### src/rtl/core/rbb_pkg.sv
// Shared types and constants for the RGB 3x3 box blur.
package rbb_pkg;

  localparam int MAX_WIDTH_DEF   = 1024;
  localparam int QUEUE_DEPTH_DEF = 4;

  localparam int CFG_DW    = 12;
  localparam int CFG_IW    = 1;
  localparam int WREG_BITS = 11;
  localparam int HREG_BITS = 12;
  localparam int K_BITS    = 23;
  localparam int ROW_BITS  = 12;

  localparam logic [CFG_IW-1:0] CFG_IDX_WIDTH  = 1'b0;
  localparam logic [CFG_IW-1:0] CFG_IDX_HEIGHT = 1'b1;

  localparam logic [WREG_BITS-1:0] WIDTH_RST  = 11'd640;
  localparam logic [HREG_BITS-1:0] HEIGHT_RST = 12'd480;

  // sum of nine 8-bit samples, and floor(sum/9) as (sum*7282)>>16
  localparam int SUM_BITS    = 12;
  localparam int RECIP_BITS  = 13;
  localparam int MEAN_RECIP  = 7282;
  localparam int MEAN_SHIFT  = 16;

  typedef struct packed {
    logic [7:0] red;
    logic [7:0] green;
    logic [7:0] blue;
  } rbb_pix_t;

  typedef struct packed {
    logic emit;
    logic inner;
    logic last;
  } rbb_cls_t;

  typedef enum logic [1:0] {
    RC_RUN,
    RC_LOAD,
    RC_DIV
  } rbb_rc_state_t;

  localparam int PIX_BITS = $bits(rbb_pix_t);
  localparam int CLS_BITS = $bits(rbb_cls_t);

endpackage

### src/rtl/core/rbb_front.sv
// Front end: config registers, raster counters, item classification, position rederive.
module rbb_front import rbb_pkg::*; #(
  parameter int MAX_WIDTH = MAX_WIDTH_DEF,
  localparam int CB = $clog2(MAX_WIDTH)
) (
  input  logic              clk,
  input  logic              rst_n,
  input  logic              cfg_we,
  input  logic [CFG_IW-1:0] cfg_idx,
  input  logic [CFG_DW-1:0] cfg_wdata,
  input  logic              in_valid,
  output logic              in_ready,
  input  logic [7:0]        in_red_in,
  input  logic [7:0]        in_green_in,
  input  logic [7:0]        in_blue_in,
  input  logic              in_flush,
  input  logic              q_ready,
  output logic              push_valid,
  output logic [CB-1:0]     push_col,
  output rbb_pix_t          push_pix,
  output rbb_cls_t          push_cls
);

  localparam int WW       = $clog2(MAX_WIDTH + 1);
  localparam int TB       = WW + HREG_BITS;
  localparam int CW       = (K_BITS > TB + 1) ? K_BITS : TB + 1;
  localparam int CNT_BITS = $clog2(K_BITS);
  localparam int PR_CB    = ROW_BITS + 1;

  logic [WREG_BITS-1:0] width_r;
  logic [HREG_BITS-1:0] height_r;
  logic [TB-1:0]        total_r;
  logic [K_BITS-1:0]    k_r, k_nxt;
  logic [CB-1:0]        col_r, col_nxt;
  logic [CB-1:0]        pc_r, pc_nxt;
  logic [ROW_BITS-1:0]  pr_r, pr_nxt;

  rbb_rc_state_t        st_r, st_nxt;
  logic [CNT_BITS-1:0]  cnt_r;
  logic [K_BITS-1:0]    num_r;
  logic [WW-1:0]        rem_r;
  logic [ROW_BITS-1:0]  quo_r;
  logic                 small_r;

  logic [WW-1:0]        w_eff;
  logic [HREG_BITS-1:0] h_eff;
  logic [CW-1:0]        k_x, w1_x, total_x, lastk_x, p_x;
  logic [CB-1:0]        col_eff, col_next;
  logic [WW-1:0]        col_inc, pc_inc;
  logic                 emit, inner, last, wrap;
  logic                 run, div_load, div_step, div_done;
  logic                 acc;
  logic [WW:0]          trial;
  logic                 ge;
  logic [WW-1:0]        rem_step;
  logic [ROW_BITS-1:0]  quo_step;

  always_comb begin
    if (width_r == '0) begin
      w_eff = WW'(1);
    end else if (32'(width_r) > MAX_WIDTH) begin
      w_eff = WW'(MAX_WIDTH);
    end else begin
      w_eff = WW'(width_r);
    end
  end

  assign h_eff   = (height_r == '0) ? HREG_BITS'(1) : height_r;
  assign k_x     = CW'(k_r);
  assign w1_x    = CW'(w_eff) + CW'(1);
  assign total_x = CW'(total_r);
  assign lastk_x = CW'(total_r) + CW'(w_eff);
  assign p_x     = k_x - w1_x;

  assign emit = (k_x >= w1_x) && (k_x <= lastk_x);
  assign wrap = (k_x >= lastk_x);
  assign last = (k_x == lastk_x);

  assign col_eff  = (WW'(col_r) >= w_eff) ? '0 : col_r;
  assign col_inc  = WW'(col_eff) + WW'(1);
  assign col_next = (col_inc >= w_eff) ? '0 : CB'(col_inc);
  assign pc_inc   = WW'(pc_r) + WW'(1);

  assign inner = (pr_r != '0) && (PR_CB'(pr_r) + PR_CB'(2) <= PR_CB'(h_eff)) &&
                 (pc_r != '0) && ((WW+1)'(pc_r) + (WW+1)'(2) <= (WW+1)'(w_eff));

  // restoring divide step for rederiving output row/column from the item count
  assign trial    = {rem_r, num_r[K_BITS-1]};
  assign ge       = trial >= (WW+1)'(w_eff);
  assign rem_step = ge ? WW'(trial - (WW+1)'(w_eff)) : WW'(trial);
  assign quo_step = {quo_r[ROW_BITS-2:0], ge};

  always_comb begin
    case (st_r)
      RC_RUN:  st_nxt = RC_RUN;
      RC_LOAD: st_nxt = RC_DIV;
      RC_DIV:  st_nxt = (cnt_r == CNT_BITS'(K_BITS - 1)) ? RC_RUN : RC_DIV;
      default: st_nxt = RC_RUN;
    endcase
    if (cfg_we) begin
      st_nxt = RC_LOAD;
    end
  end

  always_comb begin
    run      = 1'b0;
    div_load = 1'b0;
    div_step = 1'b0;
    div_done = 1'b0;
    case (st_r)
      RC_RUN:  run = 1'b1;
      RC_LOAD: div_load = 1'b1;
      RC_DIV: begin
        div_step = 1'b1;
        div_done = (cnt_r == CNT_BITS'(K_BITS - 1));
      end
      default: run = 1'b0;
    endcase
  end

  assign in_ready   = run && q_ready;
  assign acc        = in_valid && in_ready;
  assign push_valid = acc;
  assign push_col   = col_eff;
  assign push_cls   = '{emit: emit, inner: inner, last: last};

  always_comb begin
    if ((k_x < total_x) && !in_flush) begin
      push_pix = '{red: in_red_in, green: in_green_in, blue: in_blue_in};
    end else begin
      push_pix = '0;
    end
  end

  always_comb begin
    k_nxt   = k_r;
    col_nxt = col_r;
    pr_nxt  = pr_r;
    pc_nxt  = pc_r;
    if (acc) begin
      if (wrap) begin
        k_nxt   = '0;
        col_nxt = '0;
        pr_nxt  = '0;
        pc_nxt  = '0;
      end else begin
        k_nxt   = k_r + K_BITS'(1);
        col_nxt = col_next;
        if (emit) begin
          if (pc_inc >= w_eff) begin
            pc_nxt = '0;
            pr_nxt = pr_r + ROW_BITS'(1);
          end else begin
            pc_nxt = CB'(pc_inc);
          end
        end
      end
    end else if (div_done) begin
      pr_nxt = small_r ? '0 : quo_step;
      pc_nxt = small_r ? '0 : CB'(rem_step);
    end
  end

  always_ff @(posedge clk) begin
    if (!rst_n) begin
      width_r  <= WIDTH_RST;
      height_r <= HEIGHT_RST;
      st_r     <= RC_LOAD;
      k_r      <= '0;
      col_r    <= '0;
      pr_r     <= '0;
      pc_r     <= '0;
      cnt_r    <= '0;
    end else begin
      if (cfg_we && cfg_idx == CFG_IDX_WIDTH) begin
        width_r <= cfg_wdata[WREG_BITS-1:0];
      end
      if (cfg_we && cfg_idx == CFG_IDX_HEIGHT) begin
        height_r <= cfg_wdata[HREG_BITS-1:0];
      end
      st_r  <= st_nxt;
      k_r   <= k_nxt;
      col_r <= col_nxt;
      pr_r  <= pr_nxt;
      pc_r  <= pc_nxt;
      if (div_load) begin
        cnt_r <= '0;
      end else if (div_step) begin
        cnt_r <= cnt_r + CNT_BITS'(1);
      end
    end
  end

  always_ff @(posedge clk) begin
    total_r <= TB'(w_eff) * TB'(h_eff);
    if (div_load) begin
      num_r   <= K_BITS'(p_x);
      small_r <= (k_x < w1_x);
      rem_r   <= '0;
      quo_r   <= '0;
    end else if (div_step) begin
      num_r <= {num_r[K_BITS-2:0], 1'b0};
      rem_r <= rem_step;
      quo_r <= quo_step;
    end
  end

endmodule

### config.mk
export PLATFORM = sky130hd
export DESIGN_NAME = rbb_front
export DESIGN_NICKNAME = d
export VERILOG_FILES = /design/src/rtl/core/rbb_pkg.sv /design/src/rtl/core/rbb_front.sv
export SDC_FILE = /design/constraint.sdc
export NUM_CORES = 1
export LEC_CHECK = 0
export ABC_AREA = 1
export BUFFER_PORTS_ARGS = -buffer_cell sky130_fd_sc_hd__buf_2
export CAP_MARGIN = 20
export CELL_PAD_IN_SITES_DETAIL_PLACEMENT = 1
export CELL_PAD_IN_SITES_GLOBAL_PLACEMENT = 1
export CORE_ASPECT_RATIO = 0.9
export CORE_MARGIN = 2
export CORE_UTILIZATION = 50
export DETAILED_ROUTE_END_ITERATION = 8
export GPL_TIMING_DRIVEN = 0
export PLACE_DENSITY = 0.85
export SLEW_MARGIN = 20
export SYNTH_ARGS = -nofsm -noshare
export SYNTH_HDL_FRONTEND = slang
export SYNTH_SLANG_ARGS = --single-unit
export TNS_END_PERCENT = 1
### constraint.sdc
create_clock -name clk -period 14.05 [get_ports clk]
set_clock_uncertainty 0.2 [all_clocks]
set_input_delay 1.405 -clock clk [delete_from_list [all_inputs] [get_ports clk]]
set_output_delay 1.405 -clock clk [all_outputs]
set_load 0.01 [all_outputs]
==> summary.md <==
| Metric | Value |
|---|---|
| Count of nets after finishing | 2,811 |
| Leak | around 9.5 nW |
| Syn nets | 2,711 |
| Slowest cell on the critical path | nand2_1 |
| Setup CP Type | register to output pin |
| Asr flop ratio synth | 0% |
| CP max stage delay | 800 ps |
| Chip height | 177 µm |
| Largest family of logic cells by synthesized area | adder cells |
| FF+latch count, synth | 154 |
| CP top delay family | simple AND/OR/NAND/NOR gates |
| Largest area contributor in the synthesized netlist | ha_1 |
| Root buf cell | clkbuf_16 |
| Worst IR drop on VDD | 0.000101 V |
| Post-CTS Setup Inserts | 0 |
| Fmax | 129 MHz |
| Crit Reg-Reg Endpoint | total_r[20] |
| Mux cell area share after synthesis | 0% |
| RSZ-0062 raised after global routing | false |
| CTS Buf Count | 17 |
| Clk sinks | roughly 150 |
| Setup TNS Final | 0 ps |
| Crit path launch type | register |
| Synth warn | 0 |
| Worst R2R Setup Slack | between 6000 and 7000 ps |
| Clock Path Buffers | 2 |
| Routed WL | 56,100 µm |
| Crit path buffers/inverters | 6 |
| Post-synthesis cell area | 16,700 µm² |
| GRT overflow | 0 |
| Initial core utilization | 50.7% |
| Core area | 32,900 µm² |
| Critical Path RT | 12,440 ps |
| EDFF count, synth | 24 |
| Top post-synthesis cells by area | ha_1, dfxtp_1, nand2_1 |
| Number of distinct library cells after synthesis | 58 |
| Via density | 5.61 |
| Worst skew pair latency | 460 ps |
| Top_reg_cell synth | dfxtp_1 |
| Register area share after synthesis | about a fifth |
| Die Area | about 35,000 µm² |
| Htree depth | 4 |
| GRT Total Usage | 32.8% |
| Pwr/cell area | 99.0 nW/µm² |
| Fin. max-slew vios | 0 |
| Hold depth | 1 |
| TritonRoute pass-1 iters | 5 |
| First-pass GRT wire length | 89,200 µm |
| Relative slew margins | approximately a fifth |
| Port bufs | between 80 and 90 |
| Reg2reg start | width_r[10] |
| Cells after synthesis | 2,366 |
| Die width | around 200 µm |
| Util after Layout | around 55% |
| Hpwl dp | 44,900 µm |
| Final Wtd Congestion | approximately 0.9 |
| Top-area cell type share of the netlist area | 15.8% |
| Slew @ Worst Pin | 1210 ps |
| Xor/xnor share of the synthesized area | 5.94% |
| Adder-Cell Fraction of Synth Area | 26.8% |
| Hold path start | cnt_r[4] |
| Compound-Gate Fraction of Synth Area | 10.8% |
| Vias in the first global route | between 15,000 and 20,000 |
| Number of antenna-violating nets in the routed design | 0 |
| Via count of the routed design | 16,285 |
| DR iter-0 viols | 942 |
| R2R depth | 23 |
| Layout cells sized above 1 | 7.30% |
| Fin. Hold Viols | 0 |
| CTS tree | built |
| Initial antenna violation count | 0 |
| Total Power | 1.80 mW |
| Post-CTS Hold Fix Bufs | 0 |
| Post-Synth Simple-Gate Area | 25.7% |
| Hold EP | cnt_r[4] |
| Crit. End Element | output pin |
| Final worst path period need | between 7000 and 8000 ps |
| CP most frequent cell | nand2_1 |
| Rows | 63 |
| Routed len/inst | about 19 µm |
| Max-Cap Viols | 0 |
| Largest net degree at the start of global routing | 25 |
| CTS clk-pin slew, worst paths | 70 ps |
| Antenna Cells | 0 |
| Synthesized area per cell | approximately 7.0 µm² |
| HP Class | register to register |
| Setup crit start | width_r[10] |
| Endpoints failing setup | 0 |
| Critical path peak fanout | 14 |
| Tcrit/Tclk final | 55.3% |
| DRC Markers | 0 |
| Outcome | completed |
| Area Overhead vs Synth | 8.91% |
| Crit path DAT | 6160 ps |
| Ports | 82 |
| Post-CTS resize count | 0 |
==> worst max-delay path by stage <==
stage	endpoint	slack [ps]	depth (start not counted)
floorplan	total_r[17]	8170	22
global placement	push_cls[0]	7030	20
detailed placement	push_cls[2]	6860	27
CTS	push_cls[2]	6340	27
global route	push_cls[2]	5890	27
finish	push_cls[2]	6290	27
==> logic make-up after synthesis <==
group / after synthesis
xor+xnor: 113
simple gates: 1005
other cells: 1
fa+ha+maj: 302
compound gates: 326
buf+inv: 465
flops: 154
==> power by group <==
| group | total (mW) | internal, mW | switching (mW) |
|---|---|---|---|
| clock network | 0.458 | 0.243 | 0.215 |
| logic | 0.809 | 0.276 | 0.532 |
| registers | 0.529 | 0.495 | 0.0338 |
==> cell usage after synthesis (28+ instances only) <==
cell type and instances:
nand2_1 506, inv_1 384, nor2_1 286, ha_1 210, a21oi_1 144, dfxtp_1 130, o21ai_0 103, fa_1 92
nand3_1 88, xor2_1 85, clkbuf_1 45, nand4_1 36, nor3_1 30, xnor2_1 28
==> metrics by stage <==
stage / hold WS (ps) / instances / setup WS, ps / instance area (µm²)
global placement: 237 / 2869 / 7030 / 17600
floorplan: 222 / 2366 / 8170 / 16700
finish: 275 / 2901 / 6290 / 18100
CTS: 265 / 2901 / 6340 / 18100
global route: 309 / 2901 / 5890 / 18100
detailed placement: 249 / 2869 / 6860 / 17600
==> cell usage in the layout (no fill, tap or decap), types with 24 or more instances in the layout <==
master	count
a21oi_1	144
buf_2	91
clkbuf_1	45
dfxtp_1	130
edfxtp_1	24
fa_1	92
ha_1	210
inv_1	384
nand2_1	506
nand3_1	88
nand4_1	36
nor2_1	286
nor3_1	30
o21ai_0	103
xnor2_1	28
xor2_1	85
==> routing by layer <==
layer | up-vias | track usage (%) | routed length, µm
met5 | - | 0 | 0
met4 | 0 | 9.50 | 1280
met3 | 86 | 5.51 | 3050
met2 | 426 | 56.3 | 26800
met1 | 8035 | 42.5 | 24900
li1 | 7738 | - | -
==> registers in the layout, indices dropped and copies added (netlist names) <==
signal	cells
k_r	23
num_r	23
total_r	23
height_r	12
pr_r	12
quo_r	11
rem_r	11
width_r	11
col_r	10
pc_r	10
cnt_r	5
st_r	2
small_r	1
==> cell type report <==
class	instances	area (µm²)
clock inverters	15	125
plain buffers	65	290
flip-flops and latches	154	3320
fillers	4327	14700
multi-input cells	1747	11500
repair buffers	81	405
well taps	422	528
clock buffers	17	425
inverters	400	1500
No activity file was read; power rests on OpenSTA's default activity.
