### config.mk
export PLATFORM = sky130hd
export DESIGN_NAME = rbb_queue
export DESIGN_NICKNAME = d
export VERILOG_FILES = /design/src/rtl/core/rbb_pkg.sv /design/src/rtl/core/rbb_queue.sv
export SDC_FILE = /design/constraint.sdc
export NUM_CORES = 1
export LEC_CHECK = 0
export ABC_AREA = 0
export BUFFER_PORTS_ARGS = -buffer_cell sky130_fd_sc_hd__buf_4
export CAP_MARGIN = 10
export CORE_UTILIZATION = 55
export CTS_BUF_LIST = sky130_fd_sc_hd__clkbuf_8
export DETAILED_ROUTE_END_ITERATION = 16
export PLACE_DENSITY = 0.75
export SYNTH_ARGS = -nofsm -noshare
export SYNTH_HDL_FRONTEND = slang
export SYNTH_SLANG_ARGS = --single-unit
### constraint.sdc
create_clock -name clk -period 4.37 [get_ports clk]
set_clock_uncertainty 0.05 [all_clocks]
set_input_delay 0.437 -clock clk [delete_from_list [all_inputs] [get_ports clk]]
set_output_delay 0.437 -clock clk [all_outputs]
set_load 0.1 [all_outputs]
### src/rtl/core/rbb_pkg.sv
// Shared types and constants for the RGB 3x3 box blur.
package rbb_pkg;

  localparam int MAX_WIDTH_DEF   = 1024;
  localparam int QUEUE_DEPTH_DEF = 4;

  localparam int CFG_DW    = 12;
  localparam int CFG_IW    = 1;
  localparam int WREG_BITS = 11;
  localparam int HREG_BITS = 12;
  localparam int K_BITS    = 23;
  localparam int ROW_BITS  = 12;

  localparam logic [CFG_IW-1:0] CFG_IDX_WIDTH  = 1'b0;
  localparam logic [CFG_IW-1:0] CFG_IDX_HEIGHT = 1'b1;

  localparam logic [WREG_BITS-1:0] WIDTH_RST  = 11'd640;
  localparam logic [HREG_BITS-1:0] HEIGHT_RST = 12'd480;

  // sum of nine 8-bit samples, and floor(sum/9) as (sum*7282)>>16
  localparam int SUM_BITS    = 12;
  localparam int RECIP_BITS  = 13;
  localparam int MEAN_RECIP  = 7282;
  localparam int MEAN_SHIFT  = 16;

  typedef struct packed {
    logic [7:0] red;
    logic [7:0] green;
    logic [7:0] blue;
  } rbb_pix_t;

  typedef struct packed {
    logic emit;
    logic inner;
    logic last;
  } rbb_cls_t;

  typedef enum logic [1:0] {
    RC_RUN,
    RC_LOAD,
    RC_DIV
  } rbb_rc_state_t;

  localparam int PIX_BITS = $bits(rbb_pix_t);
  localparam int CLS_BITS = $bits(rbb_cls_t);

endpackage

### src/rtl/core/rbb_queue.sv
// Small FIFO between the classifier and the filter pipeline.
module rbb_queue import rbb_pkg::*; #(
  parameter int DW    = 8,
  parameter int DEPTH = QUEUE_DEPTH_DEF
) (
  input  logic          clk,
  input  logic          rst_n,
  input  logic          push_valid,
  output logic          push_ready,
  input  logic [DW-1:0] push_data,
  output logic          pop_valid,
  input  logic          pop_ready,
  output logic [DW-1:0] pop_data
);

  localparam int AW = (DEPTH > 1) ? $clog2(DEPTH) : 1;
  localparam int NW = $clog2(DEPTH + 1);

  logic [DW-1:0] mem_r [DEPTH];
  logic [AW-1:0] wp_r, rp_r;
  logic [NW-1:0] cnt_r;
  logic          do_push, do_pop;

  assign push_ready = (cnt_r != NW'(DEPTH));
  assign pop_valid  = (cnt_r != '0);
  assign pop_data   = mem_r[rp_r];
  assign do_push    = push_valid && push_ready;
  assign do_pop     = pop_valid && pop_ready;

  always_ff @(posedge clk) begin
    if (do_push) begin
      mem_r[wp_r] <= push_data;
    end
  end

  always_ff @(posedge clk) begin
    if (!rst_n) begin
      wp_r  <= '0;
      rp_r  <= '0;
      cnt_r <= '0;
    end else begin
      if (do_push) begin
        wp_r <= (wp_r == AW'(DEPTH - 1)) ? '0 : wp_r + AW'(1);
      end
      if (do_pop) begin
        rp_r <= (rp_r == AW'(DEPTH - 1)) ? '0 : rp_r + AW'(1);
      end
      if (do_push && !do_pop) begin
        cnt_r <= cnt_r + NW'(1);
      end else if (do_pop && !do_push) begin
        cnt_r <= cnt_r - NW'(1);
      end
    end
  end

endmodule

==> results of run 1 <==
[cell type report]
cell class | instances | area (µm²) | area share, %
Tap cell | 31 | 38.8 | 2.05
Clock buffer | 5 | 68.8 | 3.63
Multi-Input combinational cell | 45 | 465 | 24.6
Clock inverter | 3 | 11.3 | 0.594
Sequential cell | 41 | 1140 | 60.2
Timing Repair Buffer | 21 | 158 | 8.32
Inverter | 3 | 11.3 | 0.594
[power breakdown]
group | leakage (nW) | switching (mW) | internal (mW)
sequential | 0.367 | 0.0502 | 0.481
clock | 0.0519 | 0.113 | 0.106
combinational | 0.286 | 0.423 | 0.173
total | 0.706 | 0.587 | 0.760
[through the flow]
stage / setup WS [ns] / power, mW / hold slack [ns] / area (µm²)
global route: 1.76 / 1.40 / 0.292 / 1890
finish: 1.92 / 1.35 / 0.302 / 1890
CTS: 1.89 / 1.36 / 0.296 / 1890
global placement: 2.06 / 1.13 / 0.441 / 1810
floorplan: 1.72 / 1.03 / 0.418 / 1640
detailed placement: 1.89 / 1.14 / 0.448 / 1810
[cells in the final DEF, fill, tap and decap left out]
master / synthesis / layout
sky130_fd_sc_hd__and2_1: 1 / 1
sky130_fd_sc_hd__nor2_1: 2 / 2
sky130_fd_sc_hd__dfxtp_1: 9 / 9
sky130_fd_sc_hd__nand2_1: 5 / 5
sky130_fd_sc_hd__and2_4: 1 / 1
sky130_fd_sc_hd__xor2_1: 1 / 1
sky130_fd_sc_hd__nand4_1: 1 / 1
sky130_fd_sc_hd__edfxtp_1: 32 / 32
sky130_fd_sc_hd__mux4_2: 8 / 8
sky130_fd_sc_hd__ha_1: 6 / 6
sky130_fd_sc_hd__and3_2: 4 / 4
sky130_fd_sc_hd__xnor2_1: 1 / 1
sky130_fd_sc_hd__or3_2: 2 / 2
sky130_fd_sc_hd__o31ai_1: 1 / 1
sky130_fd_sc_hd__o21ai_0: 4 / 4
sky130_fd_sc_hd__buf_4: 0 / 21
sky130_fd_sc_hd__a21boi_0: 1 / 1
sky130_fd_sc_hd__inv_1: 3 / 6
sky130_fd_sc_hd__or3b_1: 1 / 1
sky130_fd_sc_hd__clkbuf_8: 0 / 5
sky130_fd_sc_hd__mux2i_1: 2 / 2
sky130_fd_sc_hd__nor2b_1: 1 / 1
sky130_fd_sc_hd__nand3_1: 2 / 2
sky130_fd_sc_hd__fa_1: 1 / 1
[state kept, by name, summed over array words and instances (netlist names), named ones only]
name and count:
mem_r 32, cnt_r 3, rp_r 2, wp_r 2
[routing by layer]
metal | up-vias | GRT usage (%) | part of all wire (%)
met5 | - | 0 | 0
met4 | 0 | 9.06 | 1.6
met3 | 4 | 6.91 | 4.9
met2 | 22 | 27.2 | 50
met1 | 411 | 20.0 | 44
li1 | 399 | - | -
[how the worst max path moves through the flow]
stage / slack [ns] / start / cells past startpoint / endpoint
detailed placement: 1.89 / cnt_r[0]$_SDFFE_PN0P_ / 7 / cnt_r[2]$_SDFFE_PN0P_
finish: 1.92 / cnt_r[0]$_SDFFE_PN0P_ / 7 / cnt_r[2]$_SDFFE_PN0P_
CTS: 1.89 / cnt_r[0]$_SDFFE_PN0P_ / 7 / cnt_r[2]$_SDFFE_PN0P_
global placement: 2.06 / cnt_r[0]$_SDFFE_PN0P_ / 7 / cnt_r[2]$_SDFFE_PN0P_
floorplan: 1.72 / cnt_r[0]$_SDFFE_PN0P_ / 9 / cnt_r[2]$_SDFFE_PN0P_
global route: 1.76 / cnt_r[0]$_SDFFE_PN0P_ / 7 / cnt_r[2]$_SDFFE_PN0P_
[kinds of logic after synthesis]
kind of cell / after synthesis / share of synthesized area [%]
adder cells (fa/ha/maj): 7 / 5.81
XOR/XNOR: 2 / 1.07
AND/OR/NAND/NOR: 20 / 7.19
flip-flops: 41 / 69.8
buffers and inverters: 7 / 1.76
AO/OA/AOI/OAI: 6 / 2.14
multiplexers: 10 / 12.2
[worst max-delay path: cells and delay by family, from the launching register on]
kind / cells / cell delay, ns
compound gates: 2 / 0.69
xor+xnor: 1 / 0.16
fa+ha+maj: 2 / 0.67
buf+inv: 1 / 0.06
flops: 1 / 0.36
simple gates: 1 / 0.40
==> summary.txt, run 1 <==
Finish
  • Share of post-route cells with drive strength above 1: 34.7%
  • N_diodes: 0
  • Layout filler cell count: 193
  • Layout-stage area growth over the synthesis result: 15.8%
  • Non-Filler Instances: 149
  • Final core utilization: 68.1%
  • Net count of the finished layout: 136

Clocking
  • TritonCTS clock tree: yes
  • Hold-fix buffers, CTS: 0
  • Clock slew at reported path FFs: 0.07 ns
  • Num CTS Buffers: 5
  • Total clock sinks: 41
  • Worst skew pair latency: 0.28 ns
  • Post-CTS setup repair buffer count: 0
  • Clock Path Buffers: 2
  • Deepest level of the CTS H-tree: 2
  • Count of cells resized by post-cts repair: 0
  • Cell at the root of the clock tree: sky130_fd_sc_hd__clkbuf_8

Yosys
  • Commonest register cell after synthesis: sky130_fd_sc_hd__edfxtp_1
  • Area contributors post-synth: sky130_fd_sc_hd__edfxtp_1 59%, sky130_fd_sc_hd__dfxtp_1 11%, sky130_fd_sc_hd__mux4_2 11%
  • Synthesized netlist net count: 112
  • Most area-hungry cell type in the Yosys netlist: sky130_fd_sc_hd__edfxtp_1
  • Dominant cell by count in the synthesized netlist: sky130_fd_sc_hd__edfxtp_1
  • Share of the synthesized area in the top cell type: 58.8%
  • Post-synthesis instance area: 1640 µm²
  • Count of flip-flops with a built-in enable after synthesis: 32
  • Count of cell types in the netlist: 26
  • Async set-reset flop share out of synthesis: 0%
  • Mean instance size in the synthesized netlist: 17.6 µm²
  • Flops & latches, synth: 41
  • Commonest cells post-synth: 32 x sky130_fd_sc_hd__edfxtp_1, 9 x sky130_fd_sc_hd__dfxtp_1, 8 x sky130_fd_sc_hd__mux4_2, 6 x sky130_fd_sc_hd__ha_1, 5 x sky130_fd_sc_hd__nand2_1
  • Synthesized instance count: 93
  • Sequential cell area fraction in the yosys report: 69.8%
  • Count of synthesis-stage warnings from yosys: 0

Routing
  • Total vias in the final route: 836
  • Sum of routed wire length over all layers: 2450 µm
  • Starting DRC count in detailed routing: 9
  • Antenna viol nets, final: 0
  • Vias per std cell: 5.61
  • Drt first pass iters: 3
  • Average wire per standard cell: 16.4 µm
  • Final routed DRC violation total: 0

Pwr
  • Leakage dissipation: 0.706 nW
  • Worst IR Drop VDD: 0.000779 V
  • P per Cell Area: 711 nW/µm²

Worst setup path
  • Crit Path Class: register to register
  • Cell-by-cell trace of the critical path: o31ai_1 > ha_1 > inv_1 > fa_1 > xor2_1 > or3_2 > a21boi_0
  • Worst endpoint data arrival time: 2.62 ns
  • Delay of the slowest cell on the worst path: 0.53 ns
  • Element type at the critical path start: register
  • Worst reg2reg path endpoint: cnt_r[2]$_SDFFE_PN0P_
  • Critical Path Slowest Stage Cell: sky130_fd_sc_hd__o31ai_1
  • Reg2reg path depth: 7
  • FF-to-FF Start: cnt_r[0]$_SDFFE_PN0P_
  • Reg-to-reg slack, setup: 1.92 ns
  • Capturing element type of the critical path: register
  • Worst EP required: 4.53 ns
  • Crit-path max FO: 5

Placement
  • Placed wire-length estimate: 1670 µm
  • Final Wtd Congestion: 0.732
  • Number of placed instances with taps included: 141
  • Buffers added on ports: 21

Floorplan
  • Height of the chip: 56.5 µm
  • Number of cell rows: 19
  • I/O Pins: 22
  • Core box area: 2780 µm²
  • Effective utilization at floorplan: 58.8%
  • Die area: 3200 µm²
  • Die Span X: 56.5 µm

Global routing
  • Maximum number of pins on one net before global-route repair: 12
  • Initial antenna violation count: 0
  • Global Route Usage Sum: 17.2%
  • Vias in the first global route: 808
  • Grt total ovfl: 0
  • Global-route wire length before repair: 3800 µm

STA
  • Worst-margin pin slew: 0.563 ns
  • Clock period minus worst slack: 2.45 ns
  • Fmax: 0.408 GHz
  • Portion of the clock cycle consumed by the worst path in the final layout: 56.2%
  • Final count of negative-setup-slack endpoints: 0
  • Hold violation count in the final report: 0
  • Setup repair after global routing missed its margin: no
  • Final max-slew violation count: 0
  • Total negative slack for setup checks: 0 ns
  • Worst slew margin relative to its limit: 62.1%

Hold path
  • Instance count along the most critical hold path: 1
  • Critical hold path startpoint: push_data[0]
  • Worst hold-check path type: primary input to register
  • Worst hold endpoint: mem_r[1][0]$_DFFE_PP_

Run
  • Max Cap Viol: 0

Run status
  • Run status: complete, no violations
(Power assumes the default switching activity.)
==> run 2, diff against run 1 <==
--- a/config.mk
+++ b/config.mk
@@ -5,10 +5,10 @@
 export SDC_FILE = /design/constraint.sdc
 export NUM_CORES = 1
 export LEC_CHECK = 0
-export ABC_AREA = 0
+export ABC_AREA = 1
 export BUFFER_PORTS_ARGS = -buffer_cell sky130_fd_sc_hd__buf_4
 export CAP_MARGIN = 10
-export CORE_UTILIZATION = 55
+export CORE_UTILIZATION = 53
 export CTS_BUF_LIST = sky130_fd_sc_hd__clkbuf_8
 export DETAILED_ROUTE_END_ITERATION = 16
 export PLACE_DENSITY = 0.75
==> constraint.sdc (replaced) <==
create_clock -name clk -period 2.2 [get_ports clk]
set_clock_uncertainty 0.05 [all_clocks]
set_input_delay 0.22 -clock clk [delete_from_list [all_inputs] [get_ports clk]]
set_output_delay 0.22 -clock clk [all_outputs]
set_load 0.1 [all_outputs]
==> run 2 against run 1 <==
Net effect: via count rose by 31%; synthesized cell count rose by 57%; design area rose by 11%; highest routed layer unchanged.
==> summary.txt, run 2 <==
Floorplan
  • Die Span X: 58.5 µm (+3.4%)
  • Core box area: 3030 µm² (+8.9%)
  • I/O Pins: 22 (unchanged)
  • Die area: 3420 µm² (+7.0%)
  • Effective utilization at floorplan: 55.8% (-3.0 points)
  • Height of the chip: 58.5 µm (+3.4%)
  • Number of cell rows: 20 (+1)

Finish
  • Register with the most flip-flops: mem_r
  • Net count of the finished layout: 196 (+44%)
  • Top library cells by usage in the layout, fill and taps aside: 32 x sky130_fd_sc_hd__nor2_1, 32 x sky130_fd_sc_hd__edfxtp_1, 26 x sky130_fd_sc_hd__buf_4
  • Layout filler cell count: 211 (+9.3%)
  • N_diodes: 0 (unchanged)
  • Largest registers: mem_r: 32 flops, cnt_r: 3 flops
  • Share of post-route cells with drive strength above 1: 28.1% (-6.7 points)
  • Final core utilization: 69.5% (+1.4 points)
  • Number of flip-flops in the largest register: 32 (unchanged)
  • Layout-stage area growth over the synthesis result: 24.5%

Clocking
  • Post-CTS setup repair buffer count: 0 (unchanged)
  • Cell at the root of the clock tree: sky130_fd_sc_hd__clkbuf_8
  • Worst skew pair latency: 0.28 ns (about the same)
  • Clock slew at reported path FFs: 0.07 ns (about the same)
  • Count of cells resized by post-cts repair: 0 (unchanged)
  • TritonCTS clock tree: yes
  • Hold-fix buffers, CTS: 0 (unchanged)
  • Total clock sinks: 41 (unchanged)
  • Deepest level of the CTS H-tree: 2 (unchanged)
  • Clock Path Buffers: 2 (unchanged)
  • Num CTS Buffers: 5 (unchanged)

Run status
  • Run status: complete, no violations

Global routing
  • Vias in the first global route: 1,109 (+37%)
  • Maximum number of pins on one net before global-route repair: 17 (+5)
  • Global-route wire length before repair: 4790 µm (+26%)
  • Initial antenna violation count: 0 (unchanged)
  • Global Route Usage Sum: 19.3% (+2.2 points)
  • Grt total ovfl: 0 (unchanged)

Placement
  • Buffers added on ports: 21 (unchanged)
  • Final Wtd Congestion: 0.752 (+2.8%)
  • Placed wire-length estimate: 2000 µm (+20%)

Worst setup path
  • Capturing element type of the critical path: register
  • Cell-by-cell trace of the critical path: nor2_2 > nand2_2 > nand2_2 > inv_1 > ha_1 > inv_1 > fa_1 > o21ai_0 > nor2_1
  • Element type at the critical path start: register
  • Critical Path Slowest Stage Cell: sky130_fd_sc_hd__fa_1
  • Crit-path max FO: 7 (+2)
  • Crit Path Class: register to register
  • Worst endpoint data arrival time: 2.04 ns (-0.58 ns)
  • Delay of the slowest cell on the worst path: 0.41 ns (-0.12 ns)
  • Worst EP required: 2.32 ns (-2.21 ns)

STA
  • Clock period minus worst slack: 1.92 ns (-0.537 ns)
  • Final max-slew violation count: 0 (unchanged)
  • Portion of the clock cycle consumed by the worst path in the final layout: 87.1% (+31 points)
  • Setup repair after global routing missed its margin: no
  • Worst-margin pin slew: 0.325 ns (-0.238 ns)
  • Hold violation count in the final report: 0 (unchanged)
  • Fmax: 0.522 GHz (+28%)
  • Final count of negative-setup-slack endpoints: 0 (unchanged)
  • Total negative slack for setup checks: 0 ns (unchanged)
  • Worst slew margin relative to its limit: 78.3% (+16 points)

Yosys
  • Area contributors post-synth: sky130_fd_sc_hd__edfxtp_1 57%, sky130_fd_sc_hd__dfxtp_1 11%, sky130_fd_sc_hd__nor2_1 7.1%
  • Commonest register cell after synthesis: sky130_fd_sc_hd__edfxtp_1
  • Commonest cells post-synth: 32 x sky130_fd_sc_hd__edfxtp_1, 32 x sky130_fd_sc_hd__nor2_1, 16 x sky130_fd_sc_hd__inv_1, 14 x sky130_fd_sc_hd__o21ai_0, 13 x sky130_fd_sc_hd__nand2_1
  • Share of the synthesized area in the top cell type: 56.8% (-1.9 points)
  • Count of flip-flops with a built-in enable after synthesis: 32 (unchanged)
  • Synthesized netlist net count: 165 (+47%)
  • Most area-hungry cell type in the Yosys netlist: sky130_fd_sc_hd__edfxtp_1
  • Synthesized instance count: 146 (+57%)
  • Count of cell types in the netlist: 19 (-27%)
  • Post-synthesis instance area: 1690 µm² (+3.4%)
  • Mean instance size in the synthesized netlist: 11.6 µm² (-34%)
  • Count of synthesis-stage warnings from yosys: 0 (unchanged)
  • Async set-reset flop share out of synthesis: 0% (unchanged)
  • Sequential cell area fraction in the yosys report: 67.5% (-2.3 points)
  • Flops & latches, synth: 41 (unchanged)

Routing
  • Average wire per standard cell: 12.9 µm (-21%)
  • Drt first pass iters: 4 (+1)
  • Total vias in the final route: 1,098 (+31%)
  • Sum of routed wire length over all layers: 2870 µm (+17%)
  • Antenna viol nets, final: 0 (unchanged)
  • Final routed DRC violation total: 0 (unchanged)
  • Starting DRC count in detailed routing: 31 (+22)
  • Vias per std cell: 4.95 (-12%)

Hold path
  • Worst hold-check path type: primary input to register

Run
  • Max Cap Viol: 0 (unchanged)
## run 2: cell families (layout without fill, tap and decap cells)
group | after synthesis | count (layout) | share of synthesized area [%]
compound gates | 28 | 28 | 9.55
fa+ha+maj | 7 | 7 | 5.63
buf+inv | 19 | 51 | 5.11
flops | 41 | 41 | 67.5
simple gates | 51 | 51 | 12.2
## run 2: worst paths after layout
| check | startpoint | endpoint | slack, ns | cells past startpoint |
|---|---|---|---|---|
| worst min register to register | cnt_r[0]$_SDFFE_PN0P_ | cnt_r[0]$_SDFFE_PN0P_ | 0.49 | 2 |
| worst min-delay path | push_data[2] | mem_r[2][2]$_DFFE_PP_ | 0.09 | 1 |
| worst max-delay path | cnt_r[1]$_SDFFE_PN0P_ | cnt_r[1]$_SDFFE_PN0P_ | 0.28 | 9 |
| worst max register to register | cnt_r[1]$_SDFFE_PN0P_ | cnt_r[1]$_SDFFE_PN0P_ | 0.28 | 9 |
## run 2: stage by stage
stage                     hold WS (ns)  setup WS, ns  std cells  cell area [µm²]
final                           0.0863         0.283        222             2100
after global routing            0.0811         0.134        222             2100
after CTS                       0.0779         0.271        222             2100
after detailed placement         0.373         0.293        214             1970
after global placement           0.368         0.400        214             1970
after floorplan                  0.269        0.0448        146             1740
## run 2: layout make-up
type | count | area (µm²) | area share, %
clock buffer | 5 | 68.8 | 3.27
tap | 44 | 55.1 | 2.62
multi-input combinational | 86 | 515 | 24.5
sequential | 41 | 1140 | 54.2
timing repair buffer | 26 | 195 | 9.27
inverter | 17 | 63.8 | 3.03
clock inverter | 3 | 65.1 | 3.09
## run 2: metal layers
metal,part of all wire (%),vias to the layer above,track usage (%)
met2,56,17,35.6
met3,3.9,2,4.40
met4,0.66,0,7.14
met5,0,-,0
met1,40,522,21.8
li1,-,557,-
## run 2: worst max-delay path, delay by kind of cell, from the launching register on
family                     cells  cell delay [ns]
AOI/OAI and AO/OA              1             0.18
DFF                            1             0.35
and+or+nand+nor                4             0.46
adders and majority gates      2             0.62
buffers and inverters          2             0.15
Power of run 2 is not shown: default switching activity piles up to over one toggle a cycle in this logic, so the estimate is an artifact.
